**config.mk**
```make
export PLATFORM = sky130hd
export DESIGN_NAME = compressor_gain_computer_detector_top
export DESIGN_NICKNAME = d
export VERILOG_FILES = /design/src/design/cgcd_pkg.sv /design/src/design/cgcd_seq.sv /design/src/design/cgcd_dp.sv /design/src/design/compressor_gain_computer_detector_top.sv
export SDC_FILE = /design/constraint.sdc
export NUM_CORES = 2
export LEC_CHECK = 0
export ABC_AREA = 1
export BUFFER_PORTS_ARGS = -buffer_cell sky130_fd_sc_hd__buf_2
export CAP_MARGIN = 10
export CORE_ASPECT_RATIO = 0.9
export CORE_MARGIN = 5
export CORE_UTILIZATION = 50
export CTS_BUF_LIST = sky130_fd_sc_hd__clkbuf_4
export DETAILED_ROUTE_END_ITERATION = 8
export PLACE_DENSITY = 0.8
export SLEW_MARGIN = 20
export SYNTH_ARGS = -nofsm -noshare
export SYNTH_HDL_FRONTEND = slang
export SYNTH_SLANG_ARGS = --single-unit
```
**constraint.sdc**
```tcl
create_clock -name clk -period 9.55 [get_ports clk]
set_input_delay 1.4325 -clock clk [delete_from_list [all_inputs] [get_ports clk]]
set_output_delay 1.4325 -clock clk [all_outputs]
set_load 0.02 [all_outputs]
```
**src/design/cgcd_pkg.sv**
```systemverilog
// ----------------------------------------------------------------------------
// cgcd_pkg - shared types and constants for the compressor gain computer
// Field widths, configuration register map, microcode word layout and the
// microcode program itself.
// ----------------------------------------------------------------------------
package cgcd_pkg;

	// field widths
	localparam int LEVEL_W   = 24;
	localparam int RED_W     = 25;
	localparam int SLOPE_W   = 16;
	localparam int KW_W      = 22;
	localparam int KG_W      = 24;
	localparam int COEF_W    = 20;
	localparam int CFG_W     = 24;
	localparam int CFG_IDX_W = 3;
	localparam int OUT_W     = 56;

	// datapath widths
	localparam int MUL_A_W = 30;
	localparam int MUL_B_W = 25;
	localparam int PROD_W  = 55;
	localparam int SQ_W    = 29;
	localparam int F2_W    = 23;
	localparam int POLE_W  = 17;
	localparam int STEP_W  = 4;

	localparam logic [POLE_W-1:0] POLE_ONE = 17'h10000;

	// configuration register indexes
	localparam logic [CFG_IDX_W-1:0] CFG_THRESHOLD    = 3'd0;
	localparam logic [CFG_IDX_W-1:0] CFG_RATIO_SLOPE  = 3'd1;
	localparam logic [CFG_IDX_W-1:0] CFG_KNEE_WIDTH   = 3'd2;
	localparam logic [CFG_IDX_W-1:0] CFG_KNEE_GAIN    = 3'd3;
	localparam logic [CFG_IDX_W-1:0] CFG_ATTACK       = 3'd4;
	localparam logic [CFG_IDX_W-1:0] CFG_RELEASE      = 3'd5;
	localparam logic [CFG_IDX_W-1:0] CFG_MODE         = 3'd6;
	localparam logic [CFG_IDX_W-1:0] CFG_COMPENSATION = 3'd7;

	// register reset values
	localparam logic [LEVEL_W-1:0] THRESHOLD_RST    = 24'hF40000; // -12 dB
	localparam logic [SLOPE_W-1:0] RATIO_SLOPE_RST  = 16'h8000;
	localparam logic [KW_W-1:0]    KNEE_WIDTH_RST   = 22'h0;
	localparam logic [KG_W-1:0]    KNEE_GAIN_RST    = 24'h0;
	localparam logic [COEF_W-1:0]  ATTACK_RST       = 20'd65128;
	localparam logic [COEF_W-1:0]  RELEASE_RST      = 20'd65495;
	localparam logic               MODE_RST         = 1'b1;
	localparam logic [LEVEL_W-1:0] COMPENSATION_RST = 24'h060000; // 6 dB

	typedef struct packed {
		logic signed [LEVEL_W-1:0] threshold;
		logic [SLOPE_W-1:0]        ratio_slope;
		logic [KW_W-1:0]           knee_width;
		logic [KG_W-1:0]           knee_gain;
		logic [COEF_W-1:0]         attack;
		logic [COEF_W-1:0]         release_c;
		logic                      smooth_mode;
		logic signed [LEVEL_W-1:0] compensation;
	} cfg_t;

	// status flags the sequencer branches on
	typedef struct packed {
		logic in_valid;
		logic hard;
		logic out_busy;
	} stat_t;

	typedef enum logic [1:0] {
		A_D    = 2'd0,
		A_F2   = 2'd1,
		A_SQ   = 2'd2,
		A_DIFF = 2'd3
	} a_sel_t;

	typedef enum logic [1:0] {
		B_RATIO = 2'd0,
		B_F2    = 2'd1,
		B_KGAIN = 2'd2,
		B_COEF  = 2'd3
	} b_sel_t;

	typedef enum logic [1:0] {
		TGT_HOLD = 2'd0,
		TGT_LIN  = 2'd1,
		TGT_KNEE = 2'd2
	} tgt_sel_t;

	typedef enum logic [1:0] {
		C_NEVER    = 2'd0,
		C_NO_IN    = 2'd1,
		C_HARD     = 2'd2,
		C_OUT_BUSY = 2'd3
	} cond_t;

	typedef struct packed {
		logic              accept;
		logic              ld_f2;
		logic              ld_sq;
		logic              ld_prod;
		a_sel_t            a_sel;
		b_sel_t            b_sel;
		tgt_sel_t          tgt_sel;
		logic              ld_state;
		logic              ld_out;
		cond_t             cond;
		logic [STEP_W-1:0] jmp;
		logic [STEP_W-1:0] nxt;
	} uword_t;

	// program addresses
	localparam logic [STEP_W-1:0] STEP_FETCH    = 4'd0;
	localparam logic [STEP_W-1:0] STEP_LIN_MUL  = 4'd1;
	localparam logic [STEP_W-1:0] STEP_LIN_TGT  = 4'd2;
	localparam logic [STEP_W-1:0] STEP_SQ_RND   = 4'd3;
	localparam logic [STEP_W-1:0] STEP_KNEE_MUL = 4'd4;
	localparam logic [STEP_W-1:0] STEP_KNEE_TGT = 4'd5;
	localparam logic [STEP_W-1:0] STEP_POLE_MUL = 4'd6;
	localparam logic [STEP_W-1:0] STEP_UPDATE   = 4'd7;
	localparam logic [STEP_W-1:0] STEP_EMIT     = 4'd8;

	// microcode store: next step is jmp when the condition holds, else nxt
	function automatic uword_t ucode(input logic [STEP_W-1:0] step);
		uword_t w;
		w = '0;
		w.a_sel   = A_D;
		w.b_sel   = B_RATIO;
		w.tgt_sel = TGT_HOLD;
		w.cond    = C_NEVER;
		w.jmp     = STEP_FETCH;
		w.nxt     = STEP_FETCH;
		unique case (step)
			STEP_FETCH: begin
				w.accept = 1'b1;
				w.cond   = C_NO_IN;
				w.jmp    = STEP_FETCH;
				w.nxt    = STEP_LIN_MUL;
			end
			STEP_LIN_MUL: begin
				w.ld_prod = 1'b1;
				w.a_sel   = A_D;
				w.b_sel   = B_RATIO;
				w.ld_f2   = 1'b1;
				w.nxt     = STEP_LIN_TGT;
			end
			STEP_LIN_TGT: begin
				w.tgt_sel = TGT_LIN;
				w.ld_prod = 1'b1;
				w.a_sel   = A_F2;
				w.b_sel   = B_F2;
				w.cond    = C_HARD;
				w.jmp     = STEP_POLE_MUL;
				w.nxt     = STEP_SQ_RND;
			end
			STEP_SQ_RND: begin
				w.ld_sq = 1'b1;
				w.nxt   = STEP_KNEE_MUL;
			end
			STEP_KNEE_MUL: begin
				w.ld_prod = 1'b1;
				w.a_sel   = A_SQ;
				w.b_sel   = B_KGAIN;
				w.nxt     = STEP_KNEE_TGT;
			end
			STEP_KNEE_TGT: begin
				w.tgt_sel = TGT_KNEE;
				w.nxt     = STEP_POLE_MUL;
			end
			STEP_POLE_MUL: begin
				w.ld_prod = 1'b1;
				w.a_sel   = A_DIFF;
				w.b_sel   = B_COEF;
				w.nxt     = STEP_UPDATE;
			end
			STEP_UPDATE: begin
				w.ld_state = 1'b1;
				w.nxt      = STEP_EMIT;
			end
			STEP_EMIT: begin
				w.ld_out = 1'b1;
				w.cond   = C_OUT_BUSY;
				w.jmp    = STEP_EMIT;
				w.nxt    = STEP_FETCH;
			end
			default: begin
				w.nxt = STEP_FETCH;
			end
		endcase
		return w;
	endfunction

endpackage

```
**src/design/cgcd_seq.sv**
```systemverilog
// ----------------------------------------------------------------------------
// cgcd_seq - microcode sequencer
// Step counter, control store lookup and conditional branch selection.
// ----------------------------------------------------------------------------
module cgcd_seq (
	input  logic             clk,
	input  logic             arst_n,
	input  cgcd_pkg::stat_t  stat,
	output cgcd_pkg::uword_t uw
);
	import cgcd_pkg::*;

	logic [STEP_W-1:0] step_q;
	logic              taken;

	assign uw = ucode(step_q);

	always_comb begin
		unique case (uw.cond)
			C_NEVER:    taken = 1'b0;
			C_NO_IN:    taken = !stat.in_valid;
			C_HARD:     taken = stat.hard;
			C_OUT_BUSY: taken = stat.out_busy;
			default:    taken = 1'b0;
		endcase
	end

	always_ff @(posedge clk or negedge arst_n) begin
		if (!arst_n) begin
			step_q <= STEP_FETCH;
		end else begin
			step_q <= taken ? uw.jmp : uw.nxt;
		end
	end

endmodule

```
**src/design/cgcd_dp.sv**
```systemverilog
// ----------------------------------------------------------------------------
// cgcd_dp - datapath of the gain computer and level detector
// One shared multiplier, operand muxes, rounding and saturation, reduction
// state and the output register.
// ----------------------------------------------------------------------------
module cgcd_dp (
	input  logic                                  clk,
	input  logic                                  arst_n,
	input  cgcd_pkg::uword_t                      uw,
	input  cgcd_pkg::cfg_t                        cfg,
	input  logic                                  s_tvalid,
	input  logic signed [cgcd_pkg::LEVEL_W-1:0]   level,
	input  logic                                  m_tready,
	output cgcd_pkg::stat_t                       stat,
	output logic                                  m_tvalid,
	output logic signed [cgcd_pkg::RED_W-1:0]     gain_out,
	output logic signed [cgcd_pkg::RED_W-1:0]     comp_out
);
	import cgcd_pkg::*;

	localparam logic signed [PROD_W-1:0] RND16 = PROD_W'(32768);
	localparam logic signed [PROD_W-1:0] RND18 = PROD_W'(131072);
	localparam logic signed [PROD_W-1:0] TGT_MAX = PROD_W'(16777215);

	function automatic logic signed [RED_W-1:0] sat25(input logic signed [MUL_A_W-1:0] v);
		logic signed [MUL_A_W-1:0] hi;
		logic signed [MUL_A_W-1:0] lo;
		hi = MUL_A_W'(16777215);
		lo = -MUL_A_W'(16777216);
		if (v > hi)
			return RED_W'(hi);
		else if (v < lo)
			return RED_W'(lo);
		else
			return v[RED_W-1:0];
	endfunction

	logic signed [RED_W-1:0]   d_q;
	logic signed [RED_W-1:0]   tgt_q;
	logic signed [RED_W-1:0]   state_q;
	logic signed [RED_W-1:0]   gain_q;
	logic signed [RED_W-1:0]   comp_q;
	logic [F2_W-1:0]           f2_q;
	logic [SQ_W-1:0]           sq_q;
	logic signed [PROD_W-1:0]  prod_q;
	logic                      m_tvalid_q;

	logic signed [RED_W-1:0]   d_next;
	logic signed [KW_W+5-1:0]  d2;
	logic signed [KW_W+5-1:0]  kw_ext;
	logic signed [KW_W+5-1:0]  f2_full;
	logic                      in_knee;
	logic signed [RED_W:0]     diff;
	logic                      attack_sel;
	logic [COEF_W-1:0]         coef_raw;
	logic [POLE_W-1:0]         coef_sat;
	logic signed [MUL_A_W-1:0] mul_a;
	logic signed [MUL_B_W-1:0] mul_b;
	logic signed [PROD_W-1:0]  product;
	logic signed [PROD_W-1:0]  r16;
	logic signed [PROD_W-1:0]  r18;
	logic signed [RED_W-1:0]   tgt_calc;
	logic signed [RED_W-1:0]   tgt_next;
	logic signed [MUL_A_W-1:0] sm_sum;
	logic signed [RED_W-1:0]   smooth_next;
	logic signed [RED_W+1:0]   up_sum;
	logic signed [RED_W+1:0]   dn_sum;
	logic signed [RED_W+1:0]   tgt_ext;
	logic signed [RED_W-1:0]   lin_next;
	logic signed [RED_W-1:0]   state_next;
	logic signed [RED_W:0]     comp_diff;
	logic                      out_busy;
	logic                      out_load;

	// gain computer front end
	assign d_next  = {level[LEVEL_W-1], level} - {cfg.threshold[LEVEL_W-1], cfg.threshold};
	assign d2      = {d_q[RED_W-1], d_q, 1'b0};
	assign kw_ext  = {5'b0, cfg.knee_width};
	assign f2_full = d2 + kw_ext;
	assign in_knee = (cfg.knee_width != '0) && !(d2 < -kw_ext) && !(d2 > kw_ext);

	// detector branch choice
	assign diff       = {state_q[RED_W-1], state_q} - {tgt_q[RED_W-1], tgt_q};
	assign attack_sel = tgt_q > state_q;
	assign coef_raw   = attack_sel ? cfg.attack : cfg.release_c;
	assign coef_sat   = (coef_raw > COEF_W'(POLE_ONE)) ? POLE_ONE : coef_raw[POLE_W-1:0];

	always_comb begin
		unique case (uw.a_sel)
			A_D:     mul_a = MUL_A_W'(d_q);
			A_F2:    mul_a = MUL_A_W'({1'b0, f2_q});
			A_SQ:    mul_a = MUL_A_W'({1'b0, sq_q});
			A_DIFF:  mul_a = MUL_A_W'(diff);
			default: mul_a = '0;
		endcase
		unique case (uw.b_sel)
			B_RATIO: mul_b = MUL_B_W'({1'b0, cfg.ratio_slope});
			B_F2:    mul_b = MUL_B_W'({1'b0, f2_q});
			B_KGAIN: mul_b = MUL_B_W'({1'b0, cfg.knee_gain});
			B_COEF:  mul_b = MUL_B_W'({1'b0, coef_sat});
			default: mul_b = '0;
		endcase
	end

	assign product = mul_a * mul_b;

	// round half up, then clamp the target to 0 .. full scale
	assign r16 = (prod_q + RND16) >>> 16;
	assign r18 = prod_q + RND18;

	always_comb begin
		if (r16 > TGT_MAX)
			tgt_calc = RED_W'(TGT_MAX);
		else if (r16 < 0)
			tgt_calc = '0;
		else
			tgt_calc = r16[RED_W-1:0];
	end

	always_comb begin
		unique case (uw.tgt_sel)
			TGT_HOLD: tgt_next = tgt_q;
			TGT_LIN:  tgt_next = (d_q > 0) ? tgt_calc : '0;
			TGT_KNEE: tgt_next = tgt_calc;
			default:  tgt_next = tgt_q;
		endcase
	end

	// one-pole blend: target + round(c * (state - target))
	assign sm_sum      = MUL_A_W'(tgt_q) + r16[MUL_A_W-1:0];
	assign smooth_next = (coef_raw == '0) ? tgt_q : sat25(sm_sum);

	// fixed step toward the target, stop at the target
	assign tgt_ext = (RED_W+2)'(tgt_q);
	assign up_sum  = (RED_W+2)'(state_q) + (RED_W+2)'({1'b0, cfg.attack});
	assign dn_sum  = (RED_W+2)'(state_q) - (RED_W+2)'({1'b0, cfg.release_c});

	always_comb begin
		priority if (tgt_q == state_q)
			lin_next = state_q;
		else if (tgt_q > state_q) begin
			if (cfg.attack == '0 || up_sum > tgt_ext)
				lin_next = tgt_q;
			else
				lin_next = up_sum[RED_W-1:0];
		end else begin
			if (cfg.release_c == '0 || dn_sum < tgt_ext)
				lin_next = tgt_q;
			else
				lin_next = dn_sum[RED_W-1:0];
		end
	end

	assign state_next = cfg.smooth_mode ? smooth_next : lin_next;
	assign comp_diff  = {state_q[RED_W-1], state_q}
		- (RED_W+1)'(cfg.compensation);

	assign out_busy = m_tvalid_q && !m_tready;
	assign out_load = uw.ld_out && !out_busy;

	assign stat.in_valid = s_tvalid;
	assign stat.hard     = !in_knee;
	assign stat.out_busy = out_busy;

	always_ff @(posedge clk or negedge arst_n) begin
		if (!arst_n) begin
			state_q    <= '0;
			m_tvalid_q <= 1'b0;
		end else begin
			if (uw.ld_state)
				state_q <= state_next;
			if (out_load)
				m_tvalid_q <= 1'b1;
			else if (m_tready)
				m_tvalid_q <= 1'b0;
		end
	end

	always_ff @(posedge clk) begin
		if (uw.accept && s_tvalid)
			d_q <= d_next;
		if (uw.ld_f2)
			f2_q <= f2_full[F2_W-1:0];
		if (uw.ld_sq)
			sq_q <= r18[SQ_W+18-1:18];
		if (uw.ld_prod)
			prod_q <= product;
		tgt_q <= tgt_next;
		if (out_load) begin
			gain_q <= state_q;
			comp_q <= sat25(MUL_A_W'(comp_diff));
		end
	end

	assign m_tvalid = m_tvalid_q;
	assign gain_out = gain_q;
	assign comp_out = comp_q;

endmodule

```
**src/design/compressor_gain_computer_detector_top.sv**
```systemverilog
// ----------------------------------------------------------------------------
// compressor_gain_computer_detector_top - compressor gain computer + detector
// Turns a dB level per sample into a smoothed gain reduction and a
// compensated reduction, under a small microcoded sequencer.
// ----------------------------------------------------------------------------
//
//  channel   signals                          carries
//  --------  -------------------------------  ------------------------------
//  s_*       s_tvalid s_tready s_tdata[23:0]  input_level, Q8.16 dB
//  m_*       m_tvalid m_tready m_tdata[55:0]  gain_reduction, compensated
//  cfg_*     cfg_we cfg_index cfg_wdata       register writes, no read-back
//
//  Outside the soft knee an item runs from the fetch step through the linear
//  multiply, linear target, pole multiply and update steps to the emit step
//  that loads its result; inside the knee, the knee path adds three steps to
//  round the square and take the knee-gain product on the single shared
//  multiplier. Only one item is in flight at a time.
//  The next input transfer is taken right after the result is loaded, while
//  that result still waits in the output register.
//  A stalled output (m_tready low with a result held) holds the sequencer at
//  its emit step until the transfer happens.
//  arst_n clears the sequencer, the reduction state and the output valid, and
//  loads every configuration register with its reset value.
//
module compressor_gain_computer_detector_top (
	input  logic                              clk,
	input  logic                              arst_n,
	// s_tdata: [23:0] input_level
	input  logic                              s_tvalid,
	output logic                              s_tready,
	input  logic [cgcd_pkg::LEVEL_W-1:0]      s_tdata,
	// m_tdata: [24:0] gain_reduction, [49:25] compensated_reduction, [55:50] zero
	output logic                              m_tvalid,
	input  logic                              m_tready,
	output logic [cgcd_pkg::OUT_W-1:0]        m_tdata,
	input  logic                              cfg_we,
	input  logic [cgcd_pkg::CFG_IDX_W-1:0]    cfg_index,
	input  logic [cgcd_pkg::CFG_W-1:0]        cfg_wdata
);
	import cgcd_pkg::*;

	cfg_t                    cfg_q;
	uword_t                  uw;
	stat_t                   stat;
	logic signed [RED_W-1:0] gain_out;
	logic signed [RED_W-1:0] comp_out;

	// register file: mask each write to the register's width
	always_ff @(posedge clk or negedge arst_n) begin
		if (!arst_n) begin
			cfg_q.threshold    <= THRESHOLD_RST;
			cfg_q.ratio_slope  <= RATIO_SLOPE_RST;
			cfg_q.knee_width   <= KNEE_WIDTH_RST;
			cfg_q.knee_gain    <= KNEE_GAIN_RST;
			cfg_q.attack       <= ATTACK_RST;
			cfg_q.release_c    <= RELEASE_RST;
			cfg_q.smooth_mode  <= MODE_RST;
			cfg_q.compensation <= COMPENSATION_RST;
		end else if (cfg_we) begin
			unique case (cfg_index)
				CFG_THRESHOLD:    cfg_q.threshold    <= cfg_wdata[LEVEL_W-1:0];
				CFG_RATIO_SLOPE:  cfg_q.ratio_slope  <= cfg_wdata[SLOPE_W-1:0];
				CFG_KNEE_WIDTH:   cfg_q.knee_width   <= cfg_wdata[KW_W-1:0];
				CFG_KNEE_GAIN:    cfg_q.knee_gain    <= cfg_wdata[KG_W-1:0];
				CFG_ATTACK:       cfg_q.attack       <= cfg_wdata[COEF_W-1:0];
				CFG_RELEASE:      cfg_q.release_c    <= cfg_wdata[COEF_W-1:0];
				CFG_MODE:         cfg_q.smooth_mode  <= cfg_wdata[0];
				CFG_COMPENSATION: cfg_q.compensation <= cfg_wdata[LEVEL_W-1:0];
				default: ;
			endcase
		end
	end

	// sequencer: step counter walks the control store, branching on status
	cgcd_seq u_seq (
		.clk    (clk),
		.arst_n (arst_n),
		.stat   (stat),
		.uw     (uw)
	);

	// datapath: shared multiplier, reduction state, output register
	cgcd_dp u_dp (
		.clk      (clk),
		.arst_n   (arst_n),
		.uw       (uw),
		.cfg      (cfg_q),
		.s_tvalid (s_tvalid),
		.level    (s_tdata),
		.m_tready (m_tready),
		.stat     (stat),
		.m_tvalid (m_tvalid),
		.gain_out (gain_out),
		.comp_out (comp_out)
	);

	// ready only on the fetch step
	assign s_tready = uw.accept;
	assign m_tdata  = {{(OUT_W - 2*RED_W){1'b0}}, comp_out, gain_out};

endmodule

```
Word level (Yosys, flattened, before mapping) --
Cells that the tools add are included.
Storage, ports and cells: RAM bits 0, memories 0, logic and storage cells 133, ROM bits 0, latch bits 0, input port bits 56, flip-flop bits (word level) 388
Cells by class: eq/ne operators 28, mux-type cells 30, $add $sub $neg 10, reduce and logical (&&, ||, !) cells 33, multipliers 1, div/mod/pow operators 0, order comparisons 13, shifts and indexed selects 0, bitwise operators 0
Operators by type and width (count):
- two-way mux 25 bit | 12
- one-hot mux 30 bit (4 select lines) | 1
- one-hot mux 25 bit (4 select lines) | 1
- zero test 20 bit | 3
- adder 55 x 17 -> 55 bit, second input constant | 1
- multiplier 30 x 25 -> 55 bit | 1
- one-hot mux 25 bit (2 select lines) | 1
- adder 47 x 19 -> 47 bit, second input constant | 1
- > comparator 39 x 25 -> 1 bit, second input constant | 1
- < comparator 39 x 1 -> 1 bit, second input constant | 1
- one-hot mux 4 bit (8 select lines) | 1
- adder 30 bit | 1
- > comparator 30 x 25 -> 1 bit, second input constant | 1
- < comparator 30 x 25 -> 1 bit, second input constant | 1
- < comparator 26 x 27 -> 1 bit | 1
- negator 22 -> 27 bit | 1
- adder 25 x 21 -> 26 bit | 1
- > comparator 26 x 23 -> 1 bit | 1
- > comparator 26 x 25 -> 1 bit | 1
- > comparator 26 x 25 -> 1 bit, second input constant | 1
- < comparator 26 x 25 -> 1 bit | 1
- < comparator 26 x 25 -> 1 bit, second input constant | 1
- subtractor 25 x 21 -> 26 bit | 1
- subtractor 25 x 24 -> 26 bit | 1
- 34 further kinds | 78

Logic depth before layout (Yosys ltp) --
depth after elaboration 8, gate-level depth with buffers 55, depth with buffers taken out 54

By module --
A second synthesis with hierarchy kept.
Unflattened totals: cell total of the unflattened synthesis 6871, area total of the unflattened synthesis 54398.4 sq um
Modules (own cells, without submodules):
- cgcd_dp | area each 48114.9 sq um, cells each 6147, times used 1
- compressor_gain_computer_detector_top | area each 5933.2 sq um, cells each 672, times used 1
- cgcd_seq | area each 350.3 sq um, cells each 52, times used 1

Worst setup path before layout --
Ideal clock, no wire load.
kind reg2reg, start point register u_dp.tgt_q[24], end point register u_dp.prod_q[53], data pin, setup slack 0.371 ns, data required time 9.290 ns, library setup time 0.260 ns, path buffers 3, period minus slack after synthesis 9.179 ns, data arrival time 8.919 ns, cell stages (with the launch flop) 46, cell sequence edfxtp_1 > inv_1 > ha_1 > inv_1 > nor2_2 > nand2_2 > inv_1 > nand2_1 > nand2_1 > nor2_1 > nand2_1 > nand2_2 > nand2_4 > buf_6 > nand2_1 > nand2_1 > nor2_1 > nand2_1 > [... 10 more ...] > fa_1 > inv_1 > fa_1 > inv_1 > fa_1 > fa_1 > fa_1 > inv_1 > fa_1 > inv_1 > ha_1 > a21oi_1 > o21ai_0 > a21oi_1 > inv_1 > a2111oi_0 > o21ai_2 > xor2_1
Between the ends: cells in the longest elaborated chain, start to end 6, elaborated cells on any way between the ends 8, those cells by class 1 x add/sub; 1 x mul; 2 x order compare; 4 x mux
RTL lines:
- start, declared | line cgcd_dp.sv:39 | logic signed [RED_W-1:0] tgt_q;
- start signal, assigned | line cgcd_dp.sv:188 | tgt_q <= tgt_next;
- > comparator 25 bit | line cgcd_dp.sv:84 | assign attack_sel = tgt_q > state_q;
- two-way mux 20 bit | line cgcd_dp.sv:85 | assign coef_raw = attack_sel ? cfg.attack : cfg.release_c;
- > comparator 20 x 17 -> 1 bit | line cgcd_dp.sv:86 | assign coef_sat = (coef_raw > COEF_W'(POLE_ONE)) ? POLE_ONE : coef_raw[POLE_W-1:0];
- two-way mux 17 bit | line cgcd_dp.sv:86
- one-hot mux 25 bit (4 select lines) | line cgcd_dp.sv:96 | unique case (uw.b_sel)
- multiplier 30 x 25 -> 55 bit * | line cgcd_dp.sv:105 | assign product = mul_a * mul_b;
- net u_dp.product[53] | line cgcd_dp.sv:59 | logic signed [PROD_W-1:0] product;
- end signal, assigned | line cgcd_dp.sv:187 | prod_q <= product;
- end, declared | line cgcd_dp.sv:45 | logic signed [PROD_W-1:0] prod_q;
The timed path passes the listed nets; every way through them passes the cells marked *. The select of a mux whose other input is x is not followed. A chain may end at the register's enable or synchronous reset.

Worst setup path in the final report --
start point register u_dp.tgt_q[4], end point register u_dp.prod_q[36], data pin
Same word-level chain as after synthesis.

==> implementation parameters <==
Parameter                              Value

Placement
  Worst setup slack after placement ... -0.8598 ns
  Routability Congestion ... 1.021
  Inst Count DP ... 8,541
  DP HPWL ... 153,200 µm
  Number of port buffers ... 107

Worst setup path
  Nature of the critical path startpoint ... flop
  Worst-path maximum fanout ... 19
  Critical Path Sink Type ... flop
  Top cell by count, worst path ... inv_1
  First element of the critical path ... u_dp.tgt_q[4]$_DFFE_PP_
  Arrival @ worst endpoint ... 9.99 ns
  R2R Path End ... u_dp.prod_q[36]$_DFFE_PP_
  Startpoint-to-endpoint class of the critical path ... flop to flop
  Required time of the worst setup path ... 10.13 ns
  R2R depth ... 43
  Stage delay of the slowest cell on the critical path ... 0.56 ns
  Cell at the slowest stage of the critical path ... fa_1
  Reg-to-Reg Start ... u_dp.tgt_q[4]$_DFFE_PP_
  Flop-to-flop setup slack ... 0.14 ns

Die
  Die Height ... 320.2 µm
  Die Width ... 354.7 µm
  Row count ... 113
  Starting density of the core ... 0.5048
  Area enclosed by the die boundary ... 113,600 µm²
  Area of the core ... 105,900 µm²
  I/O pin count ... 114

STA
  Max-slew violation count ... 0
  Achievable clock frequency ... 106.2 MHz
  Endpoints failing setup ... 0
  Minimum period implied by the final worst setup slack ... 9.412 ns
  Clk_skew ... 0.1003 ns
  Final hold violation count ... 0
  Fin worst setup slack ... 0.1382 ns
  Max transition margin ... 0.2760
  Setup repair after global routing missed its margin ... yes
  Final worst path period share ... 0.9855
  Worst-margin pin slew ... 1.079 ns
  Setup total negative slack ... 0 ns

Hold path
  Hold path startpoint ... cfg_q[111]$_DFFE_PN0P_
  Worst Hold Endpoint ... cfg_q[111]$_DFFE_PN0P_
  Worst min path class ... flop to flop
  Worst Hold Depth ... 2

Route
  Number of vias in the routed layout ... 48,930
  Routed len/inst ... 21.23 µm
  Remaining antenna violation count after routing ... 0
  Iteration count of the initial detailed-routing pass ... 6
  Total routed wirelength ... 186,700 µm
  Detailed-route vias per instance ... 5.564
  DRC violations left ... 0
  Number of violations reported at the end of detailed-routing iteration 0 ... 5,293

Global route
  Global Route Usage Sum ... 0.3225
  Maximum number of pins on one net before global-route repair ... 77
  Wire length of the first global-routing pass ... 284,400 µm
  Total grt overflow ... 0
  Vias in the first global route ... 49,270
  Number of antenna violations at the first check in global routing ... 6

Logic synthesis
  Post-synthesis cell count ... 6,668
  Simple-Gate Fraction of Synth Area ... 0.1679
  Yosys warning total ... 0
  Part of the Yosys area used for sequential elements ... 0.1933
  Compound-Gate Fraction of Synth Area ... 0.1011
  Count of flip-flops with a built-in enable after synthesis ... 192
  Adder-cell share of the synthesized area ... 0.3780
  Mapped Area ... 53,460 µm²
  Proportion of register bits with asynchronous set or reset after synthesis ... 0.4853
  Flop and latch count out of synthesis ... 373
  Largest family of logic cells by synthesized area ... adder cells
  Most frequently used flop master after synthesis ... edfxtp_1
  Multiplexer share of the synthesized area ... 0
  Parity-gate share of the synthesized area counting xor and xnor cells ... 0.04194
  Distinct cell type count after synthesis ... 62
  Mapped Avg Cell Area ... 8.017 µm²

CTS
  CTS clock-pin slew for the worst setup and hold paths ... 0.07 ns
  Source-to-sink clock delay at the later pin of the worst-skew pair ... 0.91 ns
  H-tree Lvls ... 3
  Number of CTS-inserted buffers ... 96
  CTS Buffer Depth ... 3
  CTS root buf ... clkbuf_4
  TritonCTS clock tree ... done
  Cts hold-fix bufs ... 0
  CTS sink count ... 373

Run
  Max-capacitance violation count ... 0

Finish
  Fraction of final layout cells with drive strength greater than 1 ... 0.1733
  Filler-free cell count of the finished design ... 8,794
  Area grow syn2layout ... 17.81%
  Number of nets in the finished design ... 8,549
  Filler Cells Inserted ... 9,122
  Final core utilization ... 0.5947

Status
  Run status ... finished, final reports clean
## final cells by class
class	count	area, µm²	share of cell area
diodes	5	12.51	0.0001987
inverters	1463	5532	0.08783
flip-flops and latches	373	10340	0.1641
repair buffers	734	5817	0.09236
well taps	1380	1727	0.02742
clock inverters	37	170.2	0.002702
multi-input cells	4660	38320	0.6084
clock buffers	142	1066	0.01693
## timing repair
item / CTS / global route
gates cloned: 0 / 4
setup buffers: 4 / 63
gates resized for setup: 30 / 326
pin swaps: 7 / 133
endpoints found under the setup margin: 27 / 38
## cells in the final DEF (no fill, tap or decap), types with 181 or more instances in the layout
master	instances
xor2_1	181
edfxtp_1	192
a21oi_1	364
nand2_1	1026
ha_1	384
buf_4	569
inv_1	1412
o21ai_0	350
fa_1	729
nor2_1	761
## per-stage QoR
| stage | area (µm²) | hold slack (ns) |
|---|---|---|
| floorplan | 53530 | 0.4457 |
| global placement | 59700 | 0.4626 |
| detailed placement | 59710 | 0.4721 |
| CTS | 61090 | 0.4845 |
| global route | 62970 | 0.5098 |
| finish | 62980 | 0.4856 |
## cells in the mapped netlist, types with 11 or more instances
cell      instances  area (µm²)
o21a_1           30       225.2
ha_1            415        5192
a31oi_1          25       156.4
o31ai_1          11       82.58
nor3_1           76       380.4
nand3_1         159       795.8
inv_1          1451        5446
xnor2_1          71       621.9
nand2_2          20       125.1
o221ai_1         11       96.34
o21bai_1         11       82.58
o21ai_1          35       175.2
fa_1            750       15010
nand2_1        1054        3956
or2_2            17       106.4
a211oi_1         12       90.09
nor4_1           26       162.7
a21oi_1         414        2072
buf_2            13       65.06
o21ai_0         376        1882
nor2_1          821        3082
xor2_1          185        1620
clkbuf_1        161       604.3
edfxtp_1        192        5766
dfstp_2          33       867.1
o211ai_1         14       105.1
nand4_1          34       212.7
dfrtp_1         148        3704
## worst max-delay path, delay by kind of cell, from the launching register on
family | cells | cell delay, ns
xor+xnor | 1 | 0.13
fa+ha+maj | 9 | 4.07
buf+inv | 15 | 1.78
compound gates | 6 | 1.21
simple gates | 12 | 1.46
flops | 1 | 0.43
## state kept, by name, summed over array words and instances (netlist names)
name           flops
u_dp.sq_q         29
u_dp.state_q      25
u_dp.gain_out     25
cfg_q            151
u_dp.f2_q         23
u_dp.comp_out     25
u_dp.d_q          25
u_seq.step_q       4
u_dp.tgt_q        25
u_dp.prod_q       40
u_dp.m_tvalid      1
## how the worst max path moves through the flow
stage,end,slack (ns)
after floorplan,u_dp.prod_q[53]$_DFFE_PP_,0.37
after global routing,u_dp.prod_q[53]$_DFFE_PP_,-0.13
after detailed placement,u_dp.prod_q[52]$_DFFE_PP_,-0.86
final,u_dp.prod_q[36]$_DFFE_PP_,0.14
after global placement,u_dp.prod_q[53]$_DFFE_PP_,-0.99
after CTS,u_dp.prod_q[54]$_DFFE_PP_,-0.005
## layer usage
| layer | track usage | wire [µm] |
|---|---|---|
| met4 | 0.1220 | 9151 |
| met1 | 0.4395 | 74140 |
| met2 | 0.4870 | 80420 |
| met3 | 0.09892 | 22820 |
| met5 | 0 | 122 |
## logic make-up (layout without fill, tap and decap cells)
kind of cell	after synthesis	in the layout
AOI/OAI and AO/OA	991	992
xor gates and xnor gates	256	256
adders and majority gates	1165	1165
buffers and inverters	1656	2376
DFF	373	373
other	2	26
and+or+nand+nor	2225	2226
Power is left out: the tool's default activity adds up to more than one toggle a clock period on the data nets, which glitch-free logic cannot reach.
